<file path="config.mk">
export PLATFORM = sky130hd
export DESIGN_NAME = hect_front
export DESIGN_NICKNAME = d
export VERILOG_FILES = /design/src/rtl/hash_equivalence_class_table_defines.svh /design/src/rtl/hect_pkg.sv /design/src/rtl/hect_front.sv
export SDC_FILE = /design/constraint.sdc
export NUM_CORES = 1
export LEC_CHECK = 0
export BUFFER_PORTS_ARGS = -buffer_cell sky130_fd_sc_hd__buf_2
export CORE_MARGIN = 8
export CORE_UTILIZATION = 50
export DETAILED_ROUTE_END_ITERATION = 8
export GPL_TIMING_DRIVEN = 0
export PLACE_DENSITY = 0.74
export SYNTH_ARGS = -nofsm -noshare
export SYNTH_HDL_FRONTEND = slang
export SYNTH_SLANG_ARGS = --single-unit
</file>
<file path="constraint.sdc">
create_clock -name clk -period 6 [get_ports clk]
set_input_delay 1.2 -clock clk [delete_from_list [all_inputs] [get_ports clk]]
set_output_delay 1.2 -clock clk [all_outputs]
set_load 0.03 [all_outputs]
</file>
<file path="src/rtl/hash_equivalence_class_table_defines.svh">
// Assertion macros shared by the equivalence-class table RTL.
`ifndef HASH_EQUIVALENCE_CLASS_TABLE_DEFINES_SVH
`define HASH_EQUIVALENCE_CLASS_TABLE_DEFINES_SVH
// Implication checked on every clock edge outside reset.
`define HECT_ASSERT_IMPL(label, clk, rst_n, ante, cons, msg) \
    label: assert property (@(posedge clk) disable iff (!rst_n) (ante) |-> (cons)) \
        else $error(msg);
// Next-cycle implication checked outside reset.
`define HECT_ASSERT_NEXT(label, clk, rst_n, ante, cons, msg) \
    label: assert property (@(posedge clk) disable iff (!rst_n) (ante) |=> (cons)) \
        else $error(msg);
`endif

</file>
<file path="src/rtl/hect_pkg.sv">
// Shared types and codes of the equivalence-class table.
`default_nettype none
package hect_pkg;
    localparam logic [2:0] ST_STORED    = 3'd0;
    localparam logic [2:0] ST_JOINED    = 3'd1;
    localparam logic [2:0] ST_HIT       = 3'd2;
    localparam logic [2:0] ST_MISS      = 3'd3;
    localparam logic [2:0] ST_FULL      = 3'd4;
    localparam logic [2:0] ST_EXHAUSTED = 3'd5;

    localparam logic CMD_ADD    = 1'b0;
    localparam logic CMD_LOOKUP = 1'b1;

    localparam int KeyW   = 64;
    localparam int HashW  = 32;
    localparam int ClassW = 11;
    localparam logic signed [ClassW-1:0] NoClass = '1;

    // Back-end sequencer states.
    typedef enum logic [2:0] {
        BE_CLEAR,
        BE_IDLE,
        BE_READ,
        BE_CHECK,
        BE_EMIT
    } be_state_t;
endpackage
`default_nettype wire

</file>
<file path="src/rtl/hect_front.sv">
// Front end: accepts commands into a short queue toward the probe engine.
`default_nettype none
module hect_front #(
    parameter int KW = 64,
    parameter int HW = 32,
    parameter int DEPTH = 2
) (
    input  wire logic          clk,
    input  wire logic          rst_n,
    input  wire logic          in_valid,
    output logic               in_stall,
    input  wire logic          in_cmd,
    input  wire logic [KW-1:0] in_key,
    input  wire logic [HW-1:0] in_hash,
    output logic               q_valid,
    input  wire logic          q_pop,
    output logic               q_cmd,
    output logic [KW-1:0]      q_key,
    output logic [HW-1:0]      q_hash
);
    import hect_pkg::*;
    localparam int AW = (DEPTH > 1) ? $clog2(DEPTH) : 1;

    logic [KW+HW:0] fifo_reg [DEPTH];
    logic [AW-1:0]  wp_reg, rp_reg;
    logic [AW:0]    cnt_reg;
    logic           push;

    assign in_stall = (cnt_reg == (AW+1)'(DEPTH));
    assign push     = in_valid && !in_stall;
    assign q_valid  = (cnt_reg != '0);
    assign {q_cmd, q_key, q_hash} = fifo_reg[rp_reg];

    // Queue storage; the command is classified by its cmd bit in the back end.
    always_ff @(posedge clk)
    begin
        if (push)
        begin
            fifo_reg[wp_reg] <= {in_cmd, in_key, in_hash};
        end
    end

    // Pointers and occupancy.
    always_ff @(posedge clk or negedge rst_n)
    begin
        if (!rst_n)
        begin
            wp_reg  <= '0;
            rp_reg  <= '0;
            cnt_reg <= '0;
        end
        else
        begin
            if (push)
            begin
                wp_reg <= (wp_reg == AW'(DEPTH-1)) ? '0 : wp_reg + 1'b1;
            end
            if (q_pop)
            begin
                rp_reg <= (rp_reg == AW'(DEPTH-1)) ? '0 : rp_reg + 1'b1;
            end
            cnt_reg <= cnt_reg + (AW+1)'(push) - (AW+1)'(q_pop);
        end
    end
endmodule
`default_nettype wire

</file>
==> impl_metrics.json, run 1 <==
{
  "area.growth.synth_to_final_pct": 26.77,
  "synth.avg_cell_area_um2": 22.78,
  "dr_total_vias": 3706,
  "yosys_warnings": 0,
  "swShare_pct": 34.80,
  "ios": 200,
  "viasPerCell": 5.022,
  "syn_area_mm2": 0.007267,
  "p_per_area_mw_per_mm2": 542.2,
  "coreArea_mm2": 0.01437,
  "slew_violations": 0,
  "ant_nets": 0,
  "clock_power_share_pct": 23.4,
  "largest_reg_flops": 194,
  "cts-root-buf": "clkbuf_16",
  "worst_clock_skew_ns": 0.007408,
  "synth.distinct_cells": 15,
  "hold_buffers": 0,
  "crit_path_max_incr_delay_ns": 0.38,
  "worst_slack_ns": 3.029,
  "cts_resized": 0,
  "cts_tree": "done",
  "p_sw_mw": 1.738,
  "path_cells": "buf_6 > buf_2 > mux2_2 > buf_2",
  "comb_power_share_pct": 37.4,
  "synth_seq_cells": 198,
  "maxCapViolCount": 0,
  "synthCells": 319,
  "fmax_mhz": 336.6,
  "antenna_found_initial": 0,
  "place_inst": 706,
  "slew_headroom_pct": 52.61,
  "first_pass_iters": 4,
  "timing_worst_setup_path_type": "flop to primary output",
  "clk-insertion-delay-late_ns": 0.42,
  "grt_pass1_wl_mm": 21.50,
  "cts_setup_buffers": 0,
  "die_area_mm2": 0.01865,
  "hpwl_mm": 10.09,
  "grt_pass1_vias": 3961,
  "startpoint_type": "flop",
  "worst_pin_slew_ns": 0.7109,
  "detailed_place.area_mm2": 0.008601,
  "htree_levels": 4,
  "peakVddDrop_mv": 0.3001,
  "ys_seq_area_share_pct": 81.54,
  "final_cells": 738,
  "crit_path_frequent_cell": "buf_2",
  "die_w_um": 136.6,
  "clk_pin_slew_ns": 0.06,
  "p_total_mw": 4.995,
  "hold_violations": 0,
  "crit_slowest_cell": "mux2_2",
  "pre_cts_ws_ns": 3.293,
  "start_util_pct": 50.57,
  "grt_overflow": 0,
  "drive_above_1_share_pct": 61.73,
  "clkSinkCount": 198,
  "tns_ns": 0,
  "hp-class": "flop to flop",
  "drc": 0,
  "setup_viol": 0,
  "rows": 44,
  "dieHeight_um": 136.6,
  "cts_buffer_depth": 2,
  "whs_ns": 0.5206,
  "num_antenna_cells": 0,
  "cp-end-kind": "primary output",
  "finalNetCount": 644,
  "seqPwrFrac_pct": 39.2,
  "syn-num-nets": 422,
  "rsz0062_at_grt": "no",
  "drt-total-wl_mm": 14.30,
  "final_util_pct": 64.12,
  "power.internal_mw": 3.257,
  "p_leak_nw": 3.541,
  "required_ns": 4.80,
  "finalCritPeriodShare_pct": 49.51,
  "critPathArrivalTime_ns": 1.77,
  "grt_start_max_net_pins": 51,
  "min_period_ns": 2.971,
  "outcome": "finished, final reports clean",
  "wl_per_cell_um": 19.38,
  "drtIter0Drc": 252,
  "place_congestion": 0.7187,
  "final_area_mm2": 0.009213,
  "cts_buffers": 17,
  "grt.total_usage_pct": 15.36,
  "worst-path-max-fanout": 10,
  "portBuffers": 199
}
## per-layer routing
layer  track usage [%]  vias to the layer above  share of wire (%)
met2             25.77                      129                 51
met1             17.88                     1853                 39
met3             5.837                        9                8.5
met4             4.942                        0               0.80
met5                 0                        -                  0
li1                  -                     1715                  -
## power groups by stage
| stage | logic (mW) | registers (mW) | clock network (mW) |
|---|---|---|---|
| after floorplan | 1.35 | 2.01 | 0 |
| after CTS | 1.90 | 1.96 | 1.19 |
| after global placement | 1.82 | 2.04 | 0 |
| final | 1.87 | 1.96 | 1.17 |
| after global routing | 1.98 | 1.99 | 1.24 |
| after detailed placement | 1.90 | 1.99 | 0 |
## cell families (layout without fill, tap and decap cells)
kind of cell	after synthesis	count (layout)	share of synthesized area [%]
buffers and inverters	13	248	1.205
AND/OR/NAND/NOR	5	5	0.3616
flip-flops	198	198	81.54
multiplexers	97	97	16.06
adder cells (fa/ha/maj)	2	2	0.3443
XOR/XNOR	4	4	0.4822
## worst max-delay path: cells and delay by family, from the launching register on
family | cells | cell delay [ns]
flip-flops | 1 | 0.34
multiplexers | 1 | 0.38
buffers and inverters | 3 | 0.64
## placed cells by master (no fill, tap or decap), types with 2 or more instances in the layout
cell / instances
edfxtp_1: 194
buf_12: 2
bufinv_16: 4
mux2_4: 20
ha_1: 2
clkbuf_16: 17
dfrtp_1: 4
clkinv_1: 2
buf_2: 206
mux2_2: 77
xnor2_1: 3
clkbuf_1: 2
buf_6: 4
buf_16: 2
clkinv_2: 3
inv_1: 2
## cell usage after synthesis
master / number / area, µm²
xnor2_1: 3 / 26.28
buf_2: 7 / 35.03
mux2_4: 20 / 300.3
dfrtp_1: 4 / 100.1
nand2b_1: 1 / 6.260
inv_1: 2 / 7.510
buf_6: 4 / 45.04
xor2_1: 1 / 8.760
edfxtp_1: 194 / 5826
ha_1: 2 / 25.02
nor2_1: 1 / 3.750
nand2_1: 1 / 3.750
mux2_2: 77 / 867.1
and3_1: 1 / 6.260
or2_2: 1 / 6.260
## final timing paths
check,endpoint,from,cells after the start,slack [ns]
setup / recovery,q_key[63],rp_reg$_DFFE_PN0P_,4,3.03
max in group asynchronous,wp_reg$_DFFE_PN0P_,rst_n,1,5.29
hold / removal,cnt_reg[1]$_DFF_PN0_,cnt_reg[1]$_DFF_PN0_,1,0.52
setup reg to reg,fifo_reg[0][55]$_DFFE_PP_,cnt_reg[1]$_DFF_PN0_,5,4.04
hold reg to reg,cnt_reg[1]$_DFF_PN0_,cnt_reg[1]$_DFF_PN0_,1,0.52
min in group asynchronous,cnt_reg[0]$_DFF_PN0_,rst_n,1,0.59
## layout make-up
class | instances | area (µm²)
plain buffers | 11 | 80.08
clock buffers | 19 | 432.9
clock inverters | 13 | 178.9
fillers | 1038 | 5156
inverters | 2 | 7.507
multi-input cells | 108 | 1266
flip-flops and latches | 198 | 5926
well taps | 184 | 230.2
repair buffers | 203 | 1091
Note: power is estimated with default switching activity, not from simulation.
==> run 2, diff against run 1 <==
--- a/config.mk
+++ b/config.mk
@@ -7,10 +7,10 @@
 export LEC_CHECK = 0
 export BUFFER_PORTS_ARGS = -buffer_cell sky130_fd_sc_hd__buf_2
 export CORE_MARGIN = 8
-export CORE_UTILIZATION = 50
+export CORE_UTILIZATION = 47
 export DETAILED_ROUTE_END_ITERATION = 8
 export GPL_TIMING_DRIVEN = 0
-export PLACE_DENSITY = 0.74
+export PLACE_DENSITY = 0.73
 export SYNTH_ARGS = -nofsm -noshare
 export SYNTH_HDL_FRONTEND = slang
 export SYNTH_SLANG_ARGS = --single-unit
==> constraint.sdc (replaced) <==
create_clock -name clk -period 2.4 [get_ports clk]
set_input_delay 0.48 -clock clk [delete_from_list [all_inputs] [get_ports clk]]
set_output_delay 0.48 -clock clk [all_outputs]
set_load 0.03 [all_outputs]
==> impl_metrics.json, run 2 (synthesis gave the netlist of run 1 again) <==
{
  "rsz0062_at_grt": "no",
  "portBuffers": 199,
  "wl_met3_mm": 1.345,
  "cts_tree": "done",
  "first_pass_iters": 4,
  "worst_clock_skew_ns": 0.01046,
  "fmax_mhz": 446.3,
  "wl_met1_mm": 5.465,
  "min_period_ns": 2.240,
  "rows": 45,
  "clkSinkCount": 198,
  "r2r_start": "cnt_reg[1]$_DFF_PN0_",
  "drt-total-wl_mm": 13.97,
  "clk_pin_slew_ns": 0.07,
  "wl_per_cell_um": 18.83,
  "grt.total_usage_pct": 14.32,
  "dr_total_vias": 3686,
  "setup_viol": 0,
  "slew_violations": 0,
  "coreArea_mm2": 0.01515,
  "finalCritPeriodShare_pct": 93.35,
  "n_fill_cell": 1107,
  "start_util_pct": 47.98,
  "die_w_um": 140.3,
  "cts_buffer_depth": 2,
  "critPathArrivalTime_ns": 1.76,
  "slew_headroom_pct": 62.17,
  "grt_start_max_net_pins": 61,
  "worst_pin_slew_ns": 0.5675,
  "required_ns": 1.92,
  "place_congestion": 0.6954,
  "cp-end-kind": "primary output",
  "route.met2.wl_mm": 6.960,
  "area.growth.synth_to_final_pct": 25.84,
  "cts_buffers": 17,
  "timing_worst_setup_path_type": "flop to primary output",
  "outcome": "finished, final reports clean",
  "drive_above_1_share_pct": 61.55,
  "grt_pass1_wl_mm": 21.61,
  "antenna_found_initial": 0,
  "hold_violations": 0,
  "final_area_mm2": 0.009145,
  "top_layer": "met4",
  "r2r_end": "fifo_reg[1][93]$_DFFE_PP_",
  "p_total_mw": 12.15,
  "p_per_area_mw_per_mm2": 1328,
  "final_common_cell": "buf_2",
  "clk-insertion-delay-late_ns": 0.42,
  "largest_reg_flops": 194,
  "detailed_place.area_mm2": 0.008601,
  "viasPerCell": 4.968,
  "drc": 0,
  "grt_pass1_vias": 4144,
  "mostFrequentLayoutCells": "buf_2 (206), edfxtp_1 (194), mux2_2 (77), mux2_4 (20), clkbuf_16 (17)",
  "peakVddDrop_mv": 0.7556,
  "hp-class": "primary input to flop",
  "grt_overflow": 0,
  "cts-root-buf": "clkbuf_16",
  "worstSetupEndpoint": "q_key[24]",
  "hpwl_mm": 10.04,
  "finalNetCount": 645,
  "startpoint": "rp_reg$_DFFE_PN0P_",
  "worstRegToRegCells": 3,
  "drtIter0Drc": 170,
  "ios": 200,
  "num_antenna_cells": 0,
  "r2r_setup_slack_ns": 0.55,
  "die_area_mm2": 0.01970,
  "p_leak_nw": 3.501,
  "cts_setup_buffers": 0,
  "dieHeight_um": 140.3,
  "worst-path-max-fanout": 10,
  "ant_nets": 0,
  "htree_levels": 4,
  "maxCapViolCount": 0,
  "startpoint_type": "flop"
}
run 2: changes by cell type in the layout (fill, tap and decap cells not counted), sizes merged:
cell / change
bufinv: -3
clkbuf: -1
clkinvlp: +1
dlygate4sd3: +1
inv: +2
run 2: critical path, stage by stage, from the launching register on:
cell	delay, ns
dfrtp_1	0.34
buf_6	0.14
buf_6	0.17
buf_6	0.20
mux2_4	0.31
buf_2	0.18
run 2: stage by stage:
step                      std cells  setup WS [ns]  utilization [%]  setup TNS, ns  hold slack, ns
after floorplan                 319       -0.05626                -         -5.458          0.1844
after CTS                       742         0.1172            60.38              0          0.2205
after global routing            742        0.06387            60.38              0          0.2134
after detailed placement        710         0.4833            56.79              0          0.2904
after global placement          706        -0.8785            56.18        -129.87          0.2874
final                           742         0.1596            60.38              0          0.2426
run 2: layout make-up:
class | instances | area, µm² | area share (%)
Tap cell | 188 | 235.2 | 2.572
Inverter | 2 | 7.507 | 0.08209
Clock inverter | 13 | 105.1 | 1.149
Sequential cell | 198 | 5926 | 64.80
Multi-Input combinational cell | 108 | 1269 | 13.87
Timing Repair Buffer | 204 | 1094 | 11.96
Buffer | 11 | 80.08 | 0.8756
Clock buffer | 18 | 429.2 | 4.693
run 2: worst min path at each step:
stage | endpoint | depth (start not counted) | from | slack [ns]
after global routing | fifo_reg[0][67]$_DFFE_PP_ | 1 | in_key[35] | 0.21
after detailed placement | wp_reg$_DFFE_PN0P_ | 1 | rst_n | 0.29
final | fifo_reg[0][79]$_DFFE_PP_ | 1 | in_key[47] | 0.24
after floorplan | cnt_reg[0]$_DFF_PN0_ | 0 | rst_n | 0.18
after CTS | fifo_reg[1][67]$_DFFE_PP_ | 1 | in_key[35] | 0.22
after global placement | wp_reg$_DFFE_PN0P_ | 1 | rst_n | 0.29
run 2: routing by layer:
metal	global-route usage (%)	up-vias
met5	0	-
met4	5.657	0
met3	6.830	15
met2	23.26	140
met1	16.01	1818
li1	-	1713
run 2: power breakdown:
| part | switching, mW | total, mW | internal (mW) |
|---|---|---|---|
| Sequential | 0.172 | 4.89 | 4.72 |
| Combinational | 2.99 | 4.66 | 1.67 |
| Clock | 1.18 | 2.60 | 1.42 |
run 2: what timing repair did:
item	4_1_cts	5_1_grt
hold endpoints to repair	4	0
resized for setup	0	0
hold buffers	1	0
